## src/rtl/sbdv_pkg.sv

```systemverilog
// Shared types and constants for the saved-game decrypt and verify block.
// No dependencies.
`default_nettype none
package sbdv_pkg;
    localparam int MAX_ITEM_CAPACITY  = 1024;
    localparam int MAX_TIMER_CAPACITY = 4096;
    localparam int CHAR_SECTION_WORDS = 1664;

    localparam logic [2:0] SEC_HEADER = 3'd0;
    localparam logic [2:0] SEC_B2     = 3'd1;
    localparam logic [2:0] SEC_B3     = 3'd2;
    localparam logic [2:0] SEC_ITEMS  = 3'd3;
    localparam logic [2:0] SEC_CHARS  = 3'd4;
    localparam logic [2:0] SEC_TIMERS = 3'd5;
    localparam logic [2:0] SEC_QUEUE  = 3'd6;
    localparam logic [2:0] SEC_TRAIL  = 3'd7;

    localparam logic [3:0] ST_OK     = 4'd0;
    localparam logic [3:0] ST_TRUNC  = 4'd1;
    localparam logic [3:0] ST_B2     = 4'd2;
    localparam logic [3:0] ST_B3     = 4'd3;
    localparam logic [3:0] ST_COUNTS = 4'd4;
    localparam logic [3:0] ST_ITEMS  = 4'd5;
    localparam logic [3:0] ST_CHARS  = 4'd6;
    localparam logic [3:0] ST_TIMERS = 4'd7;
    localparam logic [3:0] ST_QUEUE  = 4'd8;

    localparam logic CFG_ITEM_LIMIT  = 1'b0;
    localparam logic CFG_TIMER_LIMIT = 1'b1;

    typedef struct packed {
        logic [15:0] word;
        logic        last;
        logic        half;
    } t_item;

    typedef struct packed {
        logic [2:0]  section_tag;
        logic [14:0] word_index;
        logic [15:0] plain_word;
        logic        final_flag;
        logic [3:0]  status_code;
    } t_result;
endpackage
`default_nettype wire

```

## src/rtl/sbdv_queue.sv

```systemverilog
// Front end: accepts file words, qualifies the half-word flag, two-entry queue.
// Depends on sbdv_pkg.
`default_nettype none
module sbdv_queue (
    input  wire logic            i_clk,
    input  wire logic            i_rst_n,
    input  wire logic            i_valid,
    output logic                 o_ready,
    input  wire logic [15:0]     i_file_word,
    input  wire logic            i_is_last,
    input  wire logic            i_half_word,
    output logic                 o_q_valid,
    input  wire logic            i_q_pop,
    output sbdv_pkg::t_item      o_q_item
);
    import sbdv_pkg::*;

    t_item      r_mem [2];
    logic       r_wr_ptr, r_rd_ptr;
    logic [1:0] r_count;
    logic       push, pop;
    t_item      item_in;

    assign o_ready   = (r_count != 2'd2);
    assign o_q_valid = (r_count != 2'd0);
    assign push      = i_valid && o_ready;
    assign pop       = i_q_pop && o_q_valid;
    assign o_q_item  = r_mem[r_rd_ptr];

    always_comb begin
        item_in.word = i_file_word;
        item_in.last = i_is_last;
        // half word only counts on the last word
        item_in.half = i_is_last && i_half_word;
    end

    always_ff @(posedge i_clk) begin
        if (push) begin
            r_mem[r_wr_ptr] <= item_in;
        end
        if (!i_rst_n) begin
            r_wr_ptr <= 1'b0;
            r_rd_ptr <= 1'b0;
            r_count  <= 2'd0;
        end else begin
            if (push) r_wr_ptr <= ~r_wr_ptr;
            if (pop)  r_rd_ptr <= ~r_rd_ptr;
            r_count <= r_count + {1'b0, push} - {1'b0, pop};
        end
    end
endmodule
`default_nettype wire

```

## src/rtl/sbdv_engine.sv

```systemverilog
// Back end: per-word decrypt, checksums, section sequencing, output register.
// Depends on sbdv_pkg.
`default_nettype none
module sbdv_engine (
    input  wire logic            i_clk,
    input  wire logic            i_rst_n,
    input  wire logic            i_cfg_we,
    input  wire logic            i_cfg_index,
    input  wire logic [12:0]     i_cfg_data,
    input  wire logic            i_q_valid,
    output logic                 o_q_pop,
    input  wire sbdv_pkg::t_item i_q_item,
    output logic                 o_valid,
    input  wire logic            i_ready,
    output sbdv_pkg::t_result    o_result
);
    import sbdv_pkg::*;

    logic [10:0] r_ilim;
    logic [12:0] r_tlim;

    logic [15:0] r_hsum, n_hsum;
    logic [15:0] r_b2key, n_b2key;
    logic [15:0] r_b2sum, n_b2sum;
    logic [15:0] r_keys [5];
    logic [15:0] r_exps [5];
    logic [15:0] r_icount, r_icap, r_tcount, r_tcap;
    logic [15:0] r_key, n_key;
    logic [15:0] r_chk, n_chk;
    logic [14:0] r_step, n_step;
    logic [2:0]  r_sec, n_sec;
    logic [14:0] r_pos, n_pos;
    logic [6:0]  r_flags, n_flags;   // b2, b3, counts, items, chars, timers, queue

    logic        r_out_valid;
    t_result     r_out, n_out;

    logic        take;
    logic [15:0] w, plain, chk_sum;
    logic [2:0]  s;
    logic        completed, counts_ok, trunc;
    logic [10:0] il;
    logic [12:0] tl;
    logic [3:0]  status;

    assign o_q_pop  = i_q_valid && (!r_out_valid || i_ready);
    assign take     = o_q_pop;
    assign o_valid  = r_out_valid;
    assign o_result = r_out;

    assign w = i_q_item.word;
    assign s = r_sec;
    assign il = (r_ilim > 11'(MAX_ITEM_CAPACITY)) ? 11'(MAX_ITEM_CAPACITY) : r_ilim;
    assign tl = (r_tlim > 13'(MAX_TIMER_CAPACITY)) ? 13'(MAX_TIMER_CAPACITY) : r_tlim;
    assign counts_ok = !(r_icap > {5'd0, il}) && !(r_tcap > {3'd0, tl})
                       && !(r_icount > r_icap) && !(r_tcount > r_tcap);

    always_comb begin
        n_hsum = r_hsum; n_b2key = r_b2key; n_b2sum = r_b2sum;
        n_key = r_key; n_chk = r_chk; n_step = r_step;
        n_sec = r_sec; n_pos = r_pos; n_flags = r_flags;
        completed = 1'b0;
        plain = (s != SEC_HEADER && s != SEC_TRAIL) ? (w ^ r_key) : w;
        chk_sum = r_chk + w + plain;

        if (s == SEC_HEADER) begin
            case (r_pos[1:0])
                2'd0:    n_hsum = r_hsum + w;
                2'd2:    n_hsum = r_hsum - w;
                default: n_hsum = r_hsum ^ w;
            endcase
            if (r_pos == 15'd29) n_b2key = w;
        end else if (s != SEC_TRAIL) begin
            n_key = r_key + {1'b0, r_step};
            n_chk = chk_sum;
            if (s == SEC_B2) n_b2sum = r_b2sum + plain;
        end

        if (s != SEC_TRAIL) begin
            n_pos  = r_pos + 15'd1;
            n_step = r_step - 15'd1;
            completed = (r_step == 15'd1);
            if (completed) begin
                n_pos = 15'd0;
                case (s)
                    SEC_HEADER: begin
                        n_sec = SEC_B2; n_key = r_b2key; n_chk = r_b2key; n_step = 15'd128;
                    end
                    SEC_B2: begin
                        if (n_b2sum != r_hsum) n_flags[0] = 1'b1;
                        n_sec = SEC_B3; n_key = r_keys[0]; n_chk = r_keys[0]; n_step = 15'd64;
                    end
                    SEC_B3: begin
                        if (chk_sum != r_exps[0]) n_flags[1] = 1'b1;
                        if (!counts_ok) begin
                            n_flags[2] = 1'b1; n_sec = SEC_TRAIL; n_step = 15'd0;
                        end else if (r_icap == 16'd0) begin
                            // empty item table: checked against its key at once
                            if (r_keys[1] != r_exps[1]) n_flags[3] = 1'b1;
                            n_sec = SEC_CHARS; n_key = r_keys[2]; n_chk = r_keys[2];
                            n_step = 15'(CHAR_SECTION_WORDS);
                        end else begin
                            n_sec = SEC_ITEMS; n_key = r_keys[1]; n_chk = r_keys[1];
                            n_step = {1'b0, r_icap[10:0], 3'd0};
                        end
                    end
                    SEC_ITEMS: begin
                        if (chk_sum != r_exps[1]) n_flags[3] = 1'b1;
                        n_sec = SEC_CHARS; n_key = r_keys[2]; n_chk = r_keys[2];
                        n_step = 15'(CHAR_SECTION_WORDS);
                    end
                    SEC_CHARS: begin
                        if (chk_sum != r_exps[2]) n_flags[4] = 1'b1;
                        if (r_tcap == 16'd0) begin
                            // timer and queue sections both empty
                            if (r_keys[3] != r_exps[3]) n_flags[5] = 1'b1;
                            if (r_keys[4] != r_exps[4]) n_flags[6] = 1'b1;
                            n_sec = SEC_TRAIL; n_step = 15'd0;
                        end else begin
                            n_sec = SEC_TIMERS; n_key = r_keys[3]; n_chk = r_keys[3];
                            n_step = {2'd0, r_tcap[12:0]} * 15'd5;
                        end
                    end
                    SEC_TIMERS: begin
                        if (chk_sum != r_exps[3]) n_flags[5] = 1'b1;
                        n_sec = SEC_QUEUE; n_key = r_keys[4]; n_chk = r_keys[4];
                        n_step = {2'd0, r_tcap[12:0]};
                    end
                    SEC_QUEUE: begin
                        if (chk_sum != r_exps[4]) n_flags[6] = 1'b1;
                        n_sec = SEC_TRAIL; n_step = 15'd0;
                    end
                    default: n_sec = SEC_TRAIL;
                endcase
            end
        end else if (r_pos != 15'h7FFF) begin
            n_pos = r_pos + 15'd1;
        end

        trunc = 1'b0;
        if (s == SEC_B3 && n_sec != SEC_TRAIL) trunc = 1'b1;
        if (s inside {[SEC_ITEMS:SEC_QUEUE]} && (i_q_item.half || n_sec != SEC_TRAIL))
            trunc = 1'b1;

        status = ST_OK;
        if (i_q_item.last) begin
            if (s <= SEC_B3 && !(s == SEC_B3 && completed && !i_q_item.half)) status = ST_TRUNC;
            else if (n_flags[0]) status = ST_B2;
            else if (n_flags[1]) status = ST_B3;
            else if (n_flags[2]) status = ST_COUNTS;
            else if (trunc)      status = ST_TRUNC;
            else if (n_flags[3]) status = ST_ITEMS;
            else if (n_flags[4]) status = ST_CHARS;
            else if (n_flags[5]) status = ST_TIMERS;
            else if (n_flags[6]) status = ST_QUEUE;
        end

        n_out.section_tag = s;
        n_out.word_index  = r_pos;
        n_out.plain_word  = plain;
        n_out.final_flag  = i_q_item.last;
        n_out.status_code = status;
    end

    always_ff @(posedge i_clk) begin
        if (take) begin
            r_out <= n_out;
            if (s == SEC_B2) begin
                if (r_pos >= 15'd28 && r_pos <= 15'd32) r_keys[3'(r_pos - 15'd28)] <= plain;
                if (r_pos >= 15'd44 && r_pos <= 15'd48) r_exps[3'(r_pos - 15'd44)] <= plain;
            end
            if (s == SEC_B3) begin
                case (r_pos)
                    15'd12:  r_tcount <= plain;
                    15'd14:  r_tcap   <= plain;
                    15'd15:  r_icount <= plain;
                    15'd23:  r_icap   <= plain;
                    default: ;
                endcase
            end
        end
        if (!i_rst_n) begin
            r_ilim <= 11'(MAX_ITEM_CAPACITY);
            r_tlim <= 13'(MAX_TIMER_CAPACITY);
            r_out_valid <= 1'b0;
            r_hsum <= '0; r_b2key <= '0; r_b2sum <= '0; r_key <= '0; r_chk <= '0;
            r_step <= 15'd128; r_sec <= SEC_HEADER; r_pos <= '0; r_flags <= '0;
        end else begin
            if (i_cfg_we) begin
                case (i_cfg_index)
                    CFG_ITEM_LIMIT:  r_ilim <= i_cfg_data[10:0];
                    CFG_TIMER_LIMIT: r_tlim <= i_cfg_data;
                    default: ;
                endcase
            end
            if (take) r_out_valid <= 1'b1;
            else if (i_ready) r_out_valid <= 1'b0;
            if (take) begin
                if (i_q_item.last) begin
                    // end of file: stream state restarts for the next one
                    r_hsum <= '0; r_b2key <= '0; r_b2sum <= '0; r_key <= '0; r_chk <= '0;
                    r_step <= 15'd128; r_sec <= SEC_HEADER; r_pos <= '0; r_flags <= '0;
                end else begin
                    r_hsum <= n_hsum; r_b2key <= n_b2key; r_b2sum <= n_b2sum;
                    r_key <= n_key; r_chk <= n_chk; r_step <= n_step;
                    r_sec <= n_sec; r_pos <= n_pos; r_flags <= n_flags;
                end
            end
        end
    end
endmodule
`default_nettype wire

```

## src/rtl/save_block_decrypt_verify_core.sv

```systemverilog
// Saved-game decrypt and verify block: input queue front end, processing back end.
// Depends on sbdv_pkg, sbdv_queue, sbdv_engine.
//
// Usage: file words stream in on i_valid/o_ready, big-endian, is_last on the
// final word (half_word with it if only the upper byte is real). Every word
// yields one result on o_valid/i_ready: section tag, index, plaintext, final
// flag, and on the final word the first error found (0 when clean).
// Throughput is one word per cycle while i_ready is held high; the back end
// updates the section state once per word, so words follow each other without gaps.
// A transferred word is written into the queue, then taken into the output
// register, which presents its result. When the receiver stalls, the output
// register holds and the two-entry queue absorbs words before o_ready drops.
// Reset (synchronous, active low) empties the queue, clears stream state and
// sets the limit registers to 1024 and 4096. After each final word the stream
// state restarts for the next file; limits are kept. Limit writes go through
// i_cfg_we/i_cfg_index/i_cfg_data; the user must make them only while the
// block is idle; the block itself does not enforce this.
`default_nettype none
module save_block_decrypt_verify_core (
    input  wire logic        i_clk,
    input  wire logic        i_rst_n,
    input  wire logic        i_cfg_we,
    input  wire logic        i_cfg_index,
    input  wire logic [12:0] i_cfg_data,
    input  wire logic        i_valid,
    output logic             o_ready,
    input  wire logic [15:0] i_file_word,
    input  wire logic        i_is_last,
    input  wire logic        i_half_word,
    output logic             o_valid,
    input  wire logic        i_ready,
    output logic [2:0]       o_section_tag,
    output logic [14:0]      o_word_index,
    output logic [15:0]      o_plain_word,
    output logic             o_final_flag,
    output logic [3:0]       o_status_code
);
    import sbdv_pkg::*;

    logic    q_valid, q_pop;
    t_item   q_item;
    t_result result;

    sbdv_queue u_queue (
        .i_clk(i_clk), .i_rst_n(i_rst_n),
        .i_valid(i_valid), .o_ready(o_ready),
        .i_file_word(i_file_word), .i_is_last(i_is_last), .i_half_word(i_half_word),
        .o_q_valid(q_valid), .i_q_pop(q_pop), .o_q_item(q_item)
    );

    sbdv_engine u_engine (
        .i_clk(i_clk), .i_rst_n(i_rst_n),
        .i_cfg_we(i_cfg_we), .i_cfg_index(i_cfg_index), .i_cfg_data(i_cfg_data),
        .i_q_valid(q_valid), .o_q_pop(q_pop), .i_q_item(q_item),
        .o_valid(o_valid), .i_ready(i_ready), .o_result(result)
    );

    assign o_section_tag = result.section_tag;
    assign o_word_index  = result.word_index;
    assign o_plain_word  = result.plain_word;
    assign o_final_flag  = result.final_flag;
    assign o_status_code = result.status_code;

`ifndef SYNTHESIS
    a_status_on_final: assert property (@(posedge i_clk) disable iff (!i_rst_n)
        (o_valid && o_status_code != ST_OK) |-> o_final_flag)
        else $error("status reported on a non-final word");
    a_reset_empty: assert property (@(posedge i_clk)
        !i_rst_n |=> (!o_valid && o_ready))
        else $error("result or full queue right after reset");
    a_header_after_final: assert property (@(posedge i_clk) disable iff (!i_rst_n)
        (q_pop && q_item.last) |=> (u_engine.r_sec == SEC_HEADER))
        else $error("stream state not restarted after final word");
`endif
endmodule
`default_nettype wire

```

## config.mk

```make
export PLATFORM = sky130hd
export DESIGN_NAME = save_block_decrypt_verify_core
export DESIGN_NICKNAME = d
export VERILOG_FILES = /design/src/rtl/sbdv_pkg.sv /design/src/rtl/sbdv_queue.sv /design/src/rtl/sbdv_engine.sv /design/src/rtl/save_block_decrypt_verify_core.sv
export SDC_FILE = /design/constraint.sdc
export NUM_CORES = 1
export LEC_CHECK = 0
export BUFFER_PORTS_ARGS = -buffer_cell sky130_fd_sc_hd__buf_2
export CAP_MARGIN = 40
export CORE_MARGIN = 5
export CORE_UTILIZATION = 35
export DETAILED_ROUTE_END_ITERATION = 10
export PLACE_DENSITY = 0.58
export SYNTH_ARGS = -nofsm -noshare
export SYNTH_HDL_FRONTEND = slang
export SYNTH_HIERARCHICAL = 1
export SYNTH_SLANG_ARGS = --single-unit
```

## constraint.sdc

```tcl
create_clock -name i_clk -period 6.8 [get_ports i_clk]
set_clock_uncertainty 0.1 [all_clocks]
set_input_delay 0.68 -clock i_clk [delete_from_list [all_inputs] [get_ports i_clk]]
set_output_delay 0.68 -clock i_clk [all_outputs]
set_load 0.02 [all_outputs]
```

==> reports/metrics.sh <==
CTS-HTREE-LEVELS=2
MAX_FREQ_MHz=171
FINAL_ANTENNA_NET_COUNT=0
POST_SYNTH_NUM_CELL_TYPES=110
POST_SYNTH_INST_COUNT=2730
OVERFLOW=0
POST_SYNTH_MUX_AREA_SHARE_PCT=2.83
FINAL_AREA_MM2=0.0308
ASYNCSETRESETFLOPFRACSYNTH_PCT=0
FF2FF_PATH_DEPTH=17
POWER_SWITCHING_mW=5.11
SW_FRAC_OF_TOTAL_PCT=41.9
PIN_COUNT_OF_THE_BIGGEST_NET_ENTERING_GLOBAL_ROUTING=58
DETAILROUTE.VIA_COUNT=22300
SYNTH_TOP_FAMILY_BY_AREA='compound AO/OA/AOI/OAI gates'
MAX_STAGE_DELAY_NS=0.59
SYNTH_EDF_COUNT=299
DIODES=0
DRC=0
SYNTHESIS.AREA_MM2=0.0272
NUMBER_OF_CLOCK_BUFFERS_INSERTED_BY_TRITONCTS=50
TIMING.CRITICAL_PATH.FROM_TYPE='register'
COMB_POWER_SHARE_PCT=47.6
CRIT_TOP_CELL='nand2_1'
REGTOREGSETUPSLACK_NS=0.96
DIE_HEIGHT_UM=289
POSTCTSHOLDBUFS=0
SYNTH_COMPOUND_AREA_SHARE_PCT=17.0
DRTITER0DRC=2586
PLACED_CELL_AREA_MM2=0.0291
INITIAL_UTILIZATION_PCT=35.2
POSTSYNTHNETCOUNT=2933
FINAL_WEIGHTED_CONGESTION_OF_ROUTABILITY_DRIVEN_GLOBAL_PLACEMENT=1.01
DP_CELLS=3792
LAYOUT.CELLS.NON_FILLER=3886
STATUS='finished, final reports clean'
FIRST_GLOBAL_VIAS=21000
TRITONCTS_NUM_SINKS=449
LAYOUT.NETS=3007
AREA_OF_THE_DIE_MM2=0.0833
FLOORPLAN_CORE_AREA_MM2=0.0772
P_SEQ_SHARE_PCT=28.7
TYPE_OF_THE_WORST_SETUP_PATH='register to register'
ANTENNA_FOUND_INITIAL=3
REPORT.FINAL.SETUP_VIOL=0
POST_CTS_RESIZE_COUNT=0
GRT_PASS1_WL_UM=143000
GRT_SETUP_UNREPAIRED='no'
NFILLCELLS=7578
TIMING.HOLD.WORST_PATH_DEPTH=1
FINAL_UTIL_PCT=39.9
CLOCK_TREE.ROOT_CELL='clkbuf_16'
FIRST_PASS_ITERS=8
ROW_COUNT=102
CTS_POST_SETUP_BUFFERS_INSERTED=0
CP_MAX_FO=13
CP_DATA_ARRIVAL_TIME_NS=6.18
TIMING.SLEW.HEADROOM_PCT=37.3
WORST_SETUP_END_KIND='register'
SYNTH_AREA_PER_CELL_UM2=9.95
INSERTION_DELAY_NS=0.62
WORST_PATH_CLK_SLEW_NS=0.07
SYNTH_SEQ_AREA_SHARE_PCT=44.1
MAX_SLEW.WORST_PIN.SLEW_NS=0.940
CLOCK_NETWORK_FRACTION_OF_DESIGN_POWER_PCT=23.6
CHIPWIDTH_UM=289
MAX-VDD-IR-DROP_uV=221
VIAS_PER_CELL=5.74
LAYOUT-DRIVE-GT1-SHARE_PCT=12.9
SETUP_TNS_NS=0
CELL_WITH_THE_LARGEST_STAGE_DELAY_ON_THE_WORST_PATH='ha_1'
SYNTH_FF_TYPE='edfxtp_1'
FLOW.AREA_GROWTH_FROM_SYNTHESIS_PCT=13.4
POST-ROUTE-MIN-PERIOD_NS=5.84
PORT_BUFFERS=77
FINAL-MAX-SLEW-VIOLATION-COUNT=0
DP_HPWL_UM=73200
TIMING.FINAL.CRIT_SHARE_PCT=85.9
CP_CELL_SEQUENCE='and3_4 -> nor2_2 -> buf_4 -> nand2_1 -> xnor2_2 -> fa_1 -> ha_1 -> nand2_1 -> o31ai_1 -> nor3_2 -> xnor2_1 -> xor2_1 -> nor4b_1 -> and4b_1 -> a21oi_4 -> nand4b_1 -> nor4_2'
ROUTE.FINAL.WIRE_LENGTH_UM=99600
TOTALPOWERFINAL_mW=12.2
NUM_IO_PINS=78
POST_SYNTH_XOR_AREA_FRACTION_PCT=8.29
MAXIMUM_CLOCK_PATH_BUFFER_COUNT=3
STATIC-LEAKAGE-POWER_nW=11.3
TOTAL_TRACK_USAGE_PCT=23.2
MAX_CAP_VIOLATIONS=0
REGISTER_BIT_TOTAL_FROM_SYNTHESIS=449
WIRE_PER_INST_UM=25.6
HP-CLASS='input pin to register'
TRITONCTS='done'
INTERNAL_POWER_mW=7.08
YOSYS_WARNINGS=6
TIMING_HOLD_VIOLATIONS_FINAL=0
POWER_DENSITY_mW_PER_MM2=396
SYNTHESIZED_AREA_FRACTION_OCCUPIED_BY_AND_OR_NAND_NOR_CELLS_PCT=15.7
SYNTH_FA_HA_AREA_SHARE_PCT=8.20
WORST-ENDPOINT-REQUIRED_NS=7.14
worst max-delay path: cells and delay by family, from the launching register on:
kind | cells | cell delay (ns)
buffers and inverters | 1 | 0.36
XOR/XNOR | 3 | 0.74
flip-flops | 1 | 0.36
adder cells (fa/ha/maj) | 2 | 1.05
AND/OR/NAND/NOR | 9 | 2.48
AO/OA/AOI/OAI | 2 | 0.54
layer usage:
metal  GRT usage, %  up-vias  part of all wire [%]
met5              0        -                 0.012
met4           10.6        2                   5.4
met3           4.12      239                   9.0
met2           35.3     1088                    43
met1           32.2    10800                    42
li1               -    10200                     -
per-stage QoR:
stage	worst slack (ns)	hold slack [ns]
floorplan	0.383	0.303
global placement	1.11	0.346
detailed placement	1.04	0.350
CTS	1.01	0.131
global route	0.672	0.140
finish	0.960	0.166
cells in the final DEF, fill, tap and decap left out, types with 63 or more instances in the layout:
| cell type | netlist | routed |
|---|---|---|
| buf_4 | 0 | 75 |
| ha_1 | 146 | 146 |
| inv_1 | 106 | 104 |
| nand2_1 | 284 | 284 |
| buf_2 | 12 | 77 |
| nor2_1 | 168 | 165 |
| dfxtp_1 | 150 | 149 |
| nor2b_1 | 63 | 63 |
| xnor2_1 | 130 | 115 |
| a21oi_1 | 179 | 178 |
| xor2_1 | 104 | 104 |
| edfxtp_1 | 299 | 299 |
| nor3_1 | 68 | 64 |
| o21ai_0 | 164 | 164 |
synth_stat cells, types with 52 or more instances:
cell type  instances  area, µm²
clkbuf_1         104        390
nor2_1           168        631
edfxtp_1         299       8980
dfxtp_1          150       3000
o21ai_0          164        821
a21oi_1          179        896
nor3_1            68        340
nand2_1          284       1070
a22oi_1           61        458
nor2b_1           63        394
nand3_1           52        260
inv_1            106        398
ha_1             146       1830
xor2_1           104        911
xnor2_1          130       1140
sequential cells by signal, indices dropped and copies added, names as in the netlist, 2 cells and up, named ones only:
signal / count
u_engine/r_flags: 7
u_engine/r_hsum: 16
u_engine/r_tcount: 16
u_engine/r_exps: 80
u_queue/r_count: 2
u_queue/r_mem: 36
u_engine/r_tcap: 16
u_engine/r_icap: 16
u_engine/r_sec: 3
u_engine/r_b2key: 16
u_engine/r_tlim: 13
u_engine/o_result: 39
u_engine/r_chk: 16
u_engine/r_b2sum: 16
u_engine/r_ilim: 11
u_engine/r_pos: 15
u_engine/r_keys: 80
u_engine/r_key: 16
u_engine/r_step: 15
u_engine/r_icount: 16
path summary, 6_finish.rpt:
check | start | to
worst max-delay path | u_engine/r_sec[0] | u_engine/o_result[3]
worst min-delay path | i_file_word[9] | u_queue/r_mem[0][11]
worst max register to register | u_engine/r_sec[0] | u_engine/o_result[3]
worst min register to register | u_engine/r_ilim[4] | u_engine/r_ilim[4]
layout make-up:
type | instances | area [µm²] | share of cell area (%)
Sequential cell | 449 | 12000 | 38.9
Clock inverter | 41 | 445 | 1.45
Inverter | 106 | 398 | 1.29
Clock buffer | 53 | 1280 | 4.17
Tap cell | 1040 | 1300 | 4.22
Multi-Input combinational cell | 2038 | 14300 | 46.4
Timing Repair Buffer | 159 | 1100 | 3.57
logic make-up (layout without fill, tap and decap cells):
kind of cell	count (synthesis)	in the layout
AO/OA/AOI/OAI	696	696
XOR/XNOR	243	243
adder cells (fa/ha/maj)	166	166
buffers and inverters	243	359
flip-flops	449	449
multiplexers	69	69
AND/OR/NAND/NOR	864	864
power groups by stage:
stage / combinational (mW) / clock [mW] / sequential [mW]
after floorplan: 3.83 / 0 / 3.61
after global placement: 5.66 / 0 / 3.56
after detailed placement: 5.70 / 0 / 3.56
after CTS: 5.72 / 2.93 / 3.51
after global routing: 6.18 / 3.05 / 3.53
final: 5.81 / 2.88 / 3.50
Power figures use the tool's default switching activity.
